### src/design/trp_pkg.sv
package trp_pkg;

    // Field widths shared by the datapath modules.
    localparam int DATA_W   = 32;
    localparam int PERIOD_W = 31;
    localparam int CFG_IDX_W = 3;

    // Serial multiplier: signed operands, two multiplier bits retired per cycle.
    localparam int MUL_W     = 34;
    localparam int MUL_STEPS = MUL_W / 2;
    localparam int PROD_W    = 2 * MUL_W;

    typedef logic signed [MUL_W-1:0]  trp_mul_op_t;
    typedef logic signed [PROD_W-1:0] trp_prod_t;
    typedef logic signed [DATA_W-1:0] trp_word_t;

    // Saturation bounds of a 32-bit signed word, held at product width.
    localparam trp_prod_t S32_MAX_EXT = {{(PROD_W-31){1'b0}}, {31{1'b1}}};
    localparam trp_prod_t S32_MIN_EXT = {{(PROD_W-31){1'b1}}, {31{1'b0}}};

    // Configuration register indexes.
    localparam logic [CFG_IDX_W-1:0] REG_GAIN_PROP   = 3'd0;
    localparam logic [CFG_IDX_W-1:0] REG_GAIN_INTEG  = 3'd1;
    localparam logic [CFG_IDX_W-1:0] REG_GAIN_DERIV  = 3'd2;
    localparam logic [CFG_IDX_W-1:0] REG_STEP_PERIOD = 3'd3;
    localparam logic [CFG_IDX_W-1:0] REG_INTEG_LIMIT = 3'd4;

    // Reset values of the configuration registers.
    localparam logic [PERIOD_W-1:0] STEP_PERIOD_RST = 31'd65;
    localparam logic [PERIOD_W-1:0] INTEG_LIMIT_RST = 31'd65536;

endpackage

### src/design/three_axis_rate_pid_unit.sv
// Body-rate PID for roll, pitch and yaw, one axis after another on a shared datapath.
// Each axis runs four radix-4 Booth multiplies in turn on the shared multiplier; the
// divider for the derivative, with a (33 + FRAC_BITS)-bit numerator, runs alongside them.
// No new item is taken until the result has moved to the output register and the
// block is back in idle; in_stall stays high until then.
// Reset: integrals and previous measurements clear to zero, gains to zero,
// step_period to 65 and integ_limit to 65536 (1.0 at the default FRAC_BITS).
module three_axis_rate_pid_unit #(
    parameter int FRAC_BITS = 16
) (
    input  logic                                clk,
    input  logic                                rst_n,
    input  logic                                in_valid,
    output logic                                in_stall,
    input  logic signed [trp_pkg::DATA_W-1:0]   want_roll,
    input  logic signed [trp_pkg::DATA_W-1:0]   want_pitch,
    input  logic signed [trp_pkg::DATA_W-1:0]   want_yaw,
    input  logic signed [trp_pkg::DATA_W-1:0]   meas_roll,
    input  logic signed [trp_pkg::DATA_W-1:0]   meas_pitch,
    input  logic signed [trp_pkg::DATA_W-1:0]   meas_yaw,
    output logic                                out_valid,
    input  logic                                out_stall,
    output logic signed [trp_pkg::DATA_W-1:0]   torque_roll,
    output logic signed [trp_pkg::DATA_W-1:0]   torque_pitch,
    output logic signed [trp_pkg::DATA_W-1:0]   torque_yaw,
    input  logic                                cfg_we,
    input  logic [trp_pkg::CFG_IDX_W-1:0]       cfg_index,
    input  logic [trp_pkg::DATA_W-1:0]          cfg_data
);

    localparam int DIV_NUM_W = 33 + FRAC_BITS;
    localparam int PROD_W    = trp_pkg::PROD_W;
    localparam int PERIOD_W  = trp_pkg::PERIOD_W;
    localparam logic [1:0] AX_FIRST = 2'd0;
    localparam logic [1:0] AX_LAST  = 2'd2;

    localparam logic [DIV_NUM_W-1:0] QUO_POS_MAX = {{(DIV_NUM_W-31){1'b0}}, {31{1'b1}}};
    localparam logic [DIV_NUM_W-1:0] QUO_NEG_MAX =
        {{(DIV_NUM_W-32){1'b0}}, 1'b1, {31{1'b0}}};

    typedef enum logic [3:0] {
        ST_IDLE,
        ST_AX_START,
        ST_LAUNCH,
        ST_W_INC,
        ST_CLAMP,
        ST_W_P,
        ST_W_I,
        ST_W_DIV,
        ST_W_D,
        ST_SAT,
        ST_EMIT
    } state_t;

    state_t                  state_reg;
    logic [1:0]              ax_reg;
    logic                    mul_start_reg;
    logic                    div_start_reg;
    logic                    out_valid_reg;

    // Configuration registers.
    trp_pkg::trp_word_t      gain_prop_reg;
    trp_pkg::trp_word_t      gain_integ_reg;
    trp_pkg::trp_word_t      gain_deriv_reg;
    logic [PERIOD_W-1:0]     step_period_reg;
    logic [PERIOD_W-1:0]     integ_limit_reg;

    // Controller state kept per axis.
    trp_pkg::trp_word_t      integ_reg [0:2];
    trp_pkg::trp_word_t      prev_reg  [0:2];

    // Payload registers.
    trp_pkg::trp_word_t      want_reg  [0:2];
    trp_pkg::trp_word_t      meas_reg  [0:2];
    trp_pkg::trp_word_t      tq_reg    [0:2];
    trp_pkg::trp_word_t      torque_reg [0:2];
    logic signed [32:0]      err_reg;
    logic signed [32:0]      diff_reg;
    logic [DIV_NUM_W-1:0]    div_num_reg;
    logic                    div_neg_reg;
    trp_pkg::trp_prod_t      acc_reg;
    trp_pkg::trp_prod_t      tsum_reg;
    trp_pkg::trp_mul_op_t    mul_a_reg;
    trp_pkg::trp_mul_op_t    mul_b_reg;

    // Unit connections and datapath nets.
    logic                    mul_done;
    trp_pkg::trp_prod_t      mul_prod;
    logic                    div_busy;
    logic [DIV_NUM_W-1:0]    div_quo;
    logic                    out_free;

    trp_pkg::trp_prod_t      prod_shift;
    trp_pkg::trp_prod_t      integ_ext;
    trp_pkg::trp_prod_t      lim_pos;
    trp_pkg::trp_prod_t      lim_neg;
    trp_pkg::trp_word_t      acc_clamped;
    trp_pkg::trp_word_t      tsum_sat;
    logic [32:0]             diff_mag;
    logic [DIV_NUM_W-1:0]    quo_neg;
    trp_pkg::trp_word_t      deriv;

    // Shared serial multiplier and derivative divider.
    trp_booth_mul u_mul (
        .clk   (clk),
        .rst_n (rst_n),
        .start (mul_start_reg),
        .a     (mul_a_reg),
        .b     (mul_b_reg),
        .done  (mul_done),
        .prod  (mul_prod)
    );

    trp_serial_div #(
        .NUM_W (DIV_NUM_W)
    ) u_div (
        .clk   (clk),
        .rst_n (rst_n),
        .start (div_start_reg),
        .num   (div_num_reg),
        .den   (step_period_reg),
        .busy  (div_busy),
        .quo   (div_quo)
    );

    // Scaling, clamping and saturation of the current axis.
    always_comb
    begin
        prod_shift = mul_prod >>> FRAC_BITS;
        integ_ext  = {{(PROD_W-32){integ_reg[ax_reg][31]}}, integ_reg[ax_reg]};
        lim_pos    = {{(PROD_W-PERIOD_W){1'b0}}, integ_limit_reg};
        lim_neg    = -lim_pos;

        if (acc_reg > lim_pos)
        begin
            acc_clamped = lim_pos[31:0];
        end
        else if (acc_reg < lim_neg)
        begin
            acc_clamped = lim_neg[31:0];
        end
        else
        begin
            acc_clamped = acc_reg[31:0];
        end

        if (tsum_reg > trp_pkg::S32_MAX_EXT)
        begin
            tsum_sat = trp_pkg::S32_MAX_EXT[31:0];
        end
        else if (tsum_reg < trp_pkg::S32_MIN_EXT)
        begin
            tsum_sat = trp_pkg::S32_MIN_EXT[31:0];
        end
        else
        begin
            tsum_sat = tsum_reg[31:0];
        end
    end

    // Derivative numerator magnitude; signed, saturated quotient, zero if step_period is 0.
    always_comb
    begin
        diff_mag = diff_reg[32] ? 33'(-diff_reg) : 33'(diff_reg);
        quo_neg  = -div_quo;
        if (step_period_reg == '0)
        begin
            deriv = '0;
        end
        else if (div_neg_reg)
        begin
            deriv = (div_quo > QUO_NEG_MAX) ? trp_pkg::S32_MIN_EXT[31:0] : quo_neg[31:0];
        end
        else
        begin
            deriv = (div_quo > QUO_POS_MAX) ? trp_pkg::S32_MAX_EXT[31:0] : div_quo[31:0];
        end
    end

    assign out_free = !out_valid_reg || !out_stall;

    // Configuration writes; indexes beyond the register list are ignored.
    always_ff @(posedge clk or negedge rst_n)
    begin
        if (!rst_n)
        begin
            gain_prop_reg   <= '0;
            gain_integ_reg  <= '0;
            gain_deriv_reg  <= '0;
            step_period_reg <= trp_pkg::STEP_PERIOD_RST;
            integ_limit_reg <= trp_pkg::INTEG_LIMIT_RST;
        end
        else if (cfg_we)
        begin
            case (cfg_index)
                trp_pkg::REG_GAIN_PROP:   gain_prop_reg   <= cfg_data;
                trp_pkg::REG_GAIN_INTEG:  gain_integ_reg  <= cfg_data;
                trp_pkg::REG_GAIN_DERIV:  gain_deriv_reg  <= cfg_data;
                trp_pkg::REG_STEP_PERIOD: step_period_reg <= cfg_data[PERIOD_W-1:0];
                trp_pkg::REG_INTEG_LIMIT: integ_limit_reg <= cfg_data[PERIOD_W-1:0];
                default:                  ;
            endcase
        end
    end

    // Sequencer: walks the three axes through increment, clamp and the three gain terms.
    always_ff @(posedge clk or negedge rst_n)
    begin
        if (!rst_n)
        begin
            state_reg     <= ST_IDLE;
            ax_reg        <= AX_FIRST;
            mul_start_reg <= 1'b0;
            div_start_reg <= 1'b0;
            out_valid_reg <= 1'b0;
            for (int i = 0; i < 3; i++)
            begin
                integ_reg[i] <= '0;
                prev_reg[i]  <= '0;
            end
        end
        else
        begin
            mul_start_reg <= 1'b0;
            div_start_reg <= 1'b0;
            // A new result is raised as the old one leaves or once the slot is empty.
            if (state_reg == ST_EMIT && out_free)
            begin
                out_valid_reg <= 1'b1;
            end
            else if (out_valid_reg && !out_stall)
            begin
                out_valid_reg <= 1'b0;
            end
            case (state_reg)
                ST_IDLE:
                begin
                    if (in_valid)
                    begin
                        ax_reg    <= AX_FIRST;
                        state_reg <= ST_AX_START;
                    end
                end
                ST_AX_START:
                begin
                    state_reg <= ST_LAUNCH;
                end
                ST_LAUNCH:
                begin
                    mul_start_reg <= 1'b1;
                    div_start_reg <= 1'b1;
                    state_reg     <= ST_W_INC;
                end
                ST_W_INC:
                begin
                    if (mul_done)
                    begin
                        state_reg <= ST_CLAMP;
                    end
                end
                ST_CLAMP:
                begin
                    integ_reg[ax_reg] <= acc_clamped;
                    mul_start_reg     <= 1'b1;
                    state_reg         <= ST_W_P;
                end
                ST_W_P:
                begin
                    if (mul_done)
                    begin
                        mul_start_reg <= 1'b1;
                        state_reg     <= ST_W_I;
                    end
                end
                ST_W_I:
                begin
                    if (mul_done)
                    begin
                        state_reg <= ST_W_DIV;
                    end
                end
                ST_W_DIV:
                begin
                    if (!div_busy)
                    begin
                        prev_reg[ax_reg] <= meas_reg[ax_reg];
                        mul_start_reg    <= 1'b1;
                        state_reg        <= ST_W_D;
                    end
                end
                ST_W_D:
                begin
                    if (mul_done)
                    begin
                        state_reg <= ST_SAT;
                    end
                end
                ST_SAT:
                begin
                    if (ax_reg == AX_LAST)
                    begin
                        state_reg <= ST_EMIT;
                    end
                    else
                    begin
                        ax_reg    <= ax_reg + 2'd1;
                        state_reg <= ST_AX_START;
                    end
                end
                ST_EMIT:
                begin
                    if (out_free)
                    begin
                        state_reg <= ST_IDLE;
                    end
                end
                default:
                begin
                    state_reg <= ST_IDLE;
                end
            endcase
        end
    end

    // Datapath registers, loaded as the sequencer passes through each step.
    always_ff @(posedge clk)
    begin
        case (state_reg)
            ST_IDLE:
            begin
                if (in_valid)
                begin
                    want_reg[0] <= want_roll;
                    want_reg[1] <= want_pitch;
                    want_reg[2] <= want_yaw;
                    meas_reg[0] <= meas_roll;
                    meas_reg[1] <= meas_pitch;
                    meas_reg[2] <= meas_yaw;
                end
            end
            ST_AX_START:
            begin
                err_reg  <= {want_reg[ax_reg][31], want_reg[ax_reg]}
                          - {meas_reg[ax_reg][31], meas_reg[ax_reg]};
                diff_reg <= {prev_reg[ax_reg][31], prev_reg[ax_reg]}
                          - {meas_reg[ax_reg][31], meas_reg[ax_reg]};
            end
            ST_LAUNCH:
            begin
                mul_a_reg   <= {err_reg[32], err_reg};
                mul_b_reg   <= {{(trp_pkg::MUL_W-PERIOD_W){1'b0}}, step_period_reg};
                div_num_reg <= {diff_mag, {FRAC_BITS{1'b0}}};
                div_neg_reg <= diff_reg[32];
            end
            ST_W_INC:
            begin
                if (mul_done)
                begin
                    acc_reg <= integ_ext + prod_shift;
                end
            end
            ST_CLAMP:
            begin
                mul_a_reg <= {{2{gain_prop_reg[31]}}, gain_prop_reg};
                mul_b_reg <= {err_reg[32], err_reg};
                tsum_reg  <= '0;
            end
            ST_W_P:
            begin
                if (mul_done)
                begin
                    tsum_reg  <= tsum_reg + prod_shift;
                    mul_a_reg <= {{2{gain_integ_reg[31]}}, gain_integ_reg};
                    mul_b_reg <= {{2{integ_reg[ax_reg][31]}}, integ_reg[ax_reg]};
                end
            end
            ST_W_I:
            begin
                if (mul_done)
                begin
                    tsum_reg <= tsum_reg + prod_shift;
                end
            end
            ST_W_DIV:
            begin
                mul_a_reg <= {{2{gain_deriv_reg[31]}}, gain_deriv_reg};
                mul_b_reg <= {{2{deriv[31]}}, deriv};
            end
            ST_W_D:
            begin
                if (mul_done)
                begin
                    tsum_reg <= tsum_reg + prod_shift;
                end
            end
            ST_SAT:
            begin
                tq_reg[ax_reg] <= tsum_sat;
            end
            ST_EMIT:
            begin
                if (out_free)
                begin
                    torque_reg[0] <= tq_reg[0];
                    torque_reg[1] <= tq_reg[1];
                    torque_reg[2] <= tq_reg[2];
                end
            end
            default:
            begin
            end
        endcase
    end

    assign in_stall     = (state_reg != ST_IDLE);
    assign out_valid    = out_valid_reg;
    assign torque_roll  = torque_reg[0];
    assign torque_pitch = torque_reg[1];
    assign torque_yaw   = torque_reg[2];

endmodule

### src/design/trp_booth_mul.sv
module trp_booth_mul (
    input  logic               clk,
    input  logic               rst_n,
    input  logic               start,
    input  trp_pkg::trp_mul_op_t a,
    input  trp_pkg::trp_mul_op_t b,
    output logic               done,
    output trp_pkg::trp_prod_t prod
);

    localparam int HI_W  = trp_pkg::MUL_W + 2;
    localparam int CNT_W = $clog2(trp_pkg::MUL_STEPS + 1);

    logic                    busy_reg;
    logic                    done_reg;
    logic [CNT_W-1:0]        cnt_reg;
    trp_pkg::trp_mul_op_t    a_reg;
    logic signed [HI_W-1:0]  hi_reg;
    logic [trp_pkg::MUL_W-1:0] lo_reg;
    logic                    bm1_reg;

    logic signed [HI_W-1:0]  a_ext;
    logic signed [HI_W-1:0]  pp_mag;
    logic signed [HI_W-1:0]  pp;
    logic signed [HI_W-1:0]  sum;
    logic                    dig_neg;
    logic                    dig_one;
    logic                    dig_two;

    // Radix-4 Booth recoding of the two lowest multiplier bits and the bit below them.
    always_comb
    begin
        a_ext   = {{2{a_reg[trp_pkg::MUL_W-1]}}, a_reg};
        dig_neg = lo_reg[1];
        dig_one = lo_reg[0] ^ bm1_reg;
        dig_two = (lo_reg[1] & ~lo_reg[0] & ~bm1_reg) | (~lo_reg[1] & lo_reg[0] & bm1_reg);
        if (dig_two)
        begin
            pp_mag = a_ext <<< 1;
        end
        else if (dig_one)
        begin
            pp_mag = a_ext;
        end
        else
        begin
            pp_mag = '0;
        end
        pp  = dig_neg ? -pp_mag : pp_mag;
        sum = hi_reg + pp;
    end

    // Step counter and completion pulse.
    always_ff @(posedge clk or negedge rst_n)
    begin
        if (!rst_n)
        begin
            busy_reg <= 1'b0;
            done_reg <= 1'b0;
            cnt_reg  <= '0;
        end
        else
        begin
            done_reg <= 1'b0;
            if (start)
            begin
                busy_reg <= 1'b1;
                cnt_reg  <= CNT_W'(trp_pkg::MUL_STEPS);
            end
            else if (busy_reg)
            begin
                cnt_reg <= cnt_reg - CNT_W'(1);
                if (cnt_reg == CNT_W'(1))
                begin
                    busy_reg <= 1'b0;
                    done_reg <= 1'b1;
                end
            end
        end
    end

    // Partial product shifts right two bits a cycle; the multiplier drains out below it.
    always_ff @(posedge clk)
    begin
        if (start)
        begin
            a_reg   <= a;
            hi_reg  <= '0;
            lo_reg  <= b;
            bm1_reg <= 1'b0;
        end
        else if (busy_reg)
        begin
            hi_reg  <= sum >>> 2;
            lo_reg  <= {sum[1:0], lo_reg[trp_pkg::MUL_W-1:2]};
            bm1_reg <= lo_reg[1];
        end
    end

    assign done = done_reg;
    assign prod = {hi_reg[trp_pkg::MUL_W-1:0], lo_reg};

endmodule

### src/design/trp_serial_div.sv
module trp_serial_div #(
    parameter int NUM_W = 49
) (
    input  logic                          clk,
    input  logic                          rst_n,
    input  logic                          start,
    input  logic [NUM_W-1:0]              num,
    input  logic [trp_pkg::PERIOD_W-1:0]  den,
    output logic                          busy,
    output logic [NUM_W-1:0]              quo
);

    localparam int CNT_W = $clog2(NUM_W + 1);
    localparam int REM_W = trp_pkg::PERIOD_W;

    logic                 busy_reg;
    logic [CNT_W-1:0]     cnt_reg;
    logic [NUM_W-1:0]     q_reg;
    logic [REM_W-1:0]     rem_reg;
    logic [REM_W-1:0]     den_reg;

    logic [REM_W:0]       shifted;
    logic [REM_W:0]       trial;
    logic                 fits;

    // One restoring step: bring down the next numerator bit and try the subtraction.
    always_comb
    begin
        shifted = {rem_reg, q_reg[NUM_W-1]};
        trial   = shifted - {1'b0, den_reg};
        fits    = shifted >= {1'b0, den_reg};
    end

    always_ff @(posedge clk or negedge rst_n)
    begin
        if (!rst_n)
        begin
            busy_reg <= 1'b0;
            cnt_reg  <= '0;
        end
        else
        begin
            if (start)
            begin
                busy_reg <= 1'b1;
                cnt_reg  <= CNT_W'(NUM_W);
            end
            else if (busy_reg)
            begin
                cnt_reg <= cnt_reg - CNT_W'(1);
                if (cnt_reg == CNT_W'(1))
                begin
                    busy_reg <= 1'b0;
                end
            end
        end
    end

    // The numerator shifts out at the top while quotient bits shift in at the bottom.
    always_ff @(posedge clk)
    begin
        if (start)
        begin
            q_reg   <= num;
            rem_reg <= '0;
            den_reg <= den;
        end
        else if (busy_reg)
        begin
            q_reg   <= {q_reg[NUM_W-2:0], fits};
            rem_reg <= fits ? trial[REM_W-1:0] : shifted[REM_W-1:0];
        end
    end

    assign busy = busy_reg;
    assign quo  = q_reg;

endmodule

### config.mk
export PLATFORM = sky130hd
export DESIGN_NAME = three_axis_rate_pid_unit
export DESIGN_NICKNAME = d
export VERILOG_FILES = /design/src/design/trp_pkg.sv /design/src/design/three_axis_rate_pid_unit.sv /design/src/design/trp_booth_mul.sv /design/src/design/trp_serial_div.sv
export SDC_FILE = /design/constraint.sdc
export NUM_CORES = 2
export LEC_CHECK = 0
export BUFFER_PORTS_ARGS = -buffer_cell sky130_fd_sc_hd__buf_2
export CORE_MARGIN = 1.5
export CORE_UTILIZATION = 60
export DETAILED_ROUTE_END_ITERATION = 8
export HOLD_SLACK_MARGIN = 0.06
export PLACE_DENSITY = 0.85
export SLEW_MARGIN = 0
export SYNTH_ARGS = -nofsm -noshare
export SYNTH_HDL_FRONTEND = slang
export SYNTH_SLANG_ARGS = --single-unit
### constraint.sdc
create_clock -name clk -period 23.3 [get_ports clk]
set_clock_uncertainty 0.05 [all_clocks]
set_input_delay 6.99 -clock clk [delete_from_list [all_inputs] [get_ports clk]]
set_output_delay 6.99 -clock clk [all_outputs]
set_load 0.03 [all_outputs]
==> results.cfg <==
[yosys]
synth_compound_area_share_pct = 15.7
ys_ff_latch = 1257
muxShareOfSynthArea_pct = 6.54
synth_top_family_by_area = compound AO/OA/AOI/OAI gates
synth_top_area_cell = edfxtp_1
synth_enable_flop_cells = 818
ys.warnings.count = 0
synth_common_cells = edfxtp_1 (818), nand2_1 (673), o21ai_0 (505), a21oi_1 (424), nor2_1 (421)
synth-simple-area-share_pct = 11.5
async_reset_ff_share_pct = 29.7
synthTopCellsByArea = edfxtp_1 (37%), dfrtp_1 (14%), ha_1 (6.8%)
synth_fp_nets = 6772
synth_top_area_share_pct = 36.7
synth-seq-area-share_pct = 52.7
ys_types = 94
yosysMostFrequentCell = edfxtp_1
netlist_area_mm2 = 0.0669
synth-adder-area-share_pct = 6.95
ys.flop_type = edfxtp_1
postSynthCellCount = 6173
syn_avg_cell_area_um2 = 10.8
synth_xor_area_share_pct = 3.92

[final_layout]
nFillCells = 7819
drive_gt1_share_pct = 13.5
fin_nets = 7004
multi_input_area_mm2 = 0.0300
syn_to_final_growth_pct = 11.5
seqCellArea_mm2 = 0.0352

[drt]
wl_um = 189000
wl_per_cell_um = 23.6
drt_first_pass_iters = 7
drc = 0
drt-vias-per-instance = 6.42
ant_nets = 0
first_iter_violations = 6456
vias = 51500

[floorplan]
die_h_um = 337
fp.coreArea_mm2 = 0.111
io_pins = 330
initial_core_util_pct = 60.4
fp.dieW_um = 337
std_cell_rows = 122
die-area_mm2 = 0.113

[clock_network]
post_cts_buffers = 0
clock_path_buffers = 3
clock_latency_ns = 0.78
cts-root-buf = clkbuf_16
htreeDepth = 4
clkSinkCount = 1257
cts_tree = built
cts_made_buffers = 134
cts.repair.resized = 0
path_clk_slew_ns = 0.06
hold_buffers = 0

[critical_path]
critical_path.top_delay_family = flip-flops
crit_end = in_stall
cp_num_buf_inv = 2
r2r-end = integ_reg[67]
worstPathArrival_ns = 2.32
max_stage_delay_ns = 0.59
startpoint_type = register
crit_fanout = 18
regToRegStartpoint = integ_limit_reg[2]
crit_cells = 3
cp_slowest_cell = dfrtp_1
crit_chain = nor4_1 > inv_1 > buf_2
reg2reg_depth = 19
critical_path_required_ns = 16.26
critPathLaunch = state_reg[0]
rrSetupSlack_ns = 15.63
critPathKind = register to output port
setup.worst_path.end_class = output port

[sta]
tightest_slew_ns = 1.33
slew_violations = 0
hold_slack_ns = 0.363
period_minus_slack_ns = 9.36
finalSetupViolCount = 0
rsz0062_at_grt = no
relSlewSlack_pct = 10.3
max_freq_ghz = 0.107
fin_crit_sh_pct = 40.2
tns_ns = 0
finalHoldViolations = 0

[placed_design]
place.gp.congestion = 0.976
portBuffers = 329
hpwl_um = 133000

[power]
p_clk_share_pct = 25.4
power_switching_mw = 3.22
switching_share_pct = 37.0
cellInternalPower_mw = 5.48
p_leak_nw = 29.7
ir_drop_v = 0.0000989
seqPwrFrac_pct = 34.6
combinationalPowerShare_pct = 40.0
p_per_area_mw_per_mm2 = 117

[global_routing]
grt_usage_pct = 32.9
grt_pass1_vias = 49500
grt_overflow = 0
antenna_found_initial = 29
grt_pass1_wl_um = 285000
grt_start_max_net_pins = 178

[flow_run]
cap_violations = 0

[status]
status = finished, final reports clean

[worst_hold_path]
hold_class = register to register
## final cells by class
type                    instances  area share, %
flip-flops and latches       1257           47.3
well taps                    1488           2.50
clock inverters                64           1.04
diodes                         17         0.0570
repair buffers                397           2.95
inverters                     186          0.936
clock buffers                 178           5.05
multi-input cells            4429           40.2
## through the flow
step / util [%] / power, mW / instances / instance area [µm²] / setup slack [ns]
3_3_place_gp: 63.2 / 6.30 / 7756 / 70000 / 13.91
4_1_cts: 67.3 / 8.62 / 7998 / 74500 / 13.92
3_5_place_dp: 63.2 / 6.40 / 7756 / 70000 / 13.86
2_1_floorplan: - / 5.55 / 6173 / 66900 / 7.17
6_report: 67.4 / 8.70 / 8016 / 74600 / 13.94
5_1_grt: 67.4 / 9.16 / 8003 / 74500 / 13.77
## power by group through the flow
stage	Combinational [mW]	Clock, mW	Sequential, mW
finish	3.48	2.21	3.01
global route	3.82	2.30	3.03
CTS	3.41	2.22	3.00
detailed placement	3.36	0	3.04
global placement	3.26	0	3.03
floorplan	2.64	0	2.91
## cells by family (layout without fill, tap and decap cells)
family,count (synthesis),in the layout
AO/OA/AOI/OAI,1683,1683
XOR/XNOR,299,299
adder cells (fa/ha/maj),368,368
buffers and inverters,487,825
flip-flops,1257,1257
multiplexers,410,410
other,0,17
AND/OR/NAND/NOR,1669,1669
## cells in the final DEF, fill, tap and decap left out, types with 24 or more instances in the layout
cell,count
a22o_1,31
o211ai_1,28
buf_2,328
dfrtp_1,365
edfxtp_1,818
o21bai_1,33
dfxtp_1,66
nor2b_1,65
nor4_1,76
o21ai_1,59
o31ai_1,25
mux2i_1,192
and3_1,24
xnor2_1,201
nand4_1,83
mux2_2,216
o22ai_1,36
nand2b_1,56
ha_1,361
nand3_1,83
a221o_1,35
a222oi_1,32
nand2_1,666
clkbuf_16,140
nor2_1,414
xor2_1,96
buf_4,65
and2_1,25
a211oi_1,57
a221oi_1,42
a21o_1,165
o21ai_0,504
a21oi_1,422
inv_1,183
nor3_1,63
a31oi_1,40
clkbuf_1,26
o21a_1,33
## worst reg2reg max path, delay by kind of cell, from the launching register on
kind	cells	cell delay (ns)
buf+inv	1	0.56
fa+ha+maj	1	0.25
simple gates	11	4.38
flops	1	0.46
compound gates	4	1.36
mux	1	0.28
xor+xnor	1	0.17
## worst min path at each step
stage,startpoint,end,slack [ns],depth (start not counted)
floorplan,tq_reg[0][0],torque_reg[0][0],0.35,0
global placement,tq_reg[0][5],torque_reg[0][5],0.35,0
detailed placement,tq_reg[0][25],torque_reg[0][25],0.35,0
CTS,tq_reg[1][21],torque_reg[0][53],0.36,0
global route,tq_reg[2][18],torque_reg[0][82],0.36,0
finish,tq_reg[1][21],torque_reg[0][53],0.36,0
## routing by layer
layer / vias up / GRT usage, % / wire, µm
li1: 23400 / - / -
met1: 24600 / 39.8 / 69800
met2: 2781 / 53.2 / 88200
met3: 645 / 7.77 / 17600
met4: 22 / 20.6 / 13000
met5: - / 0 / 188
Power figures use the tool's default switching activity.
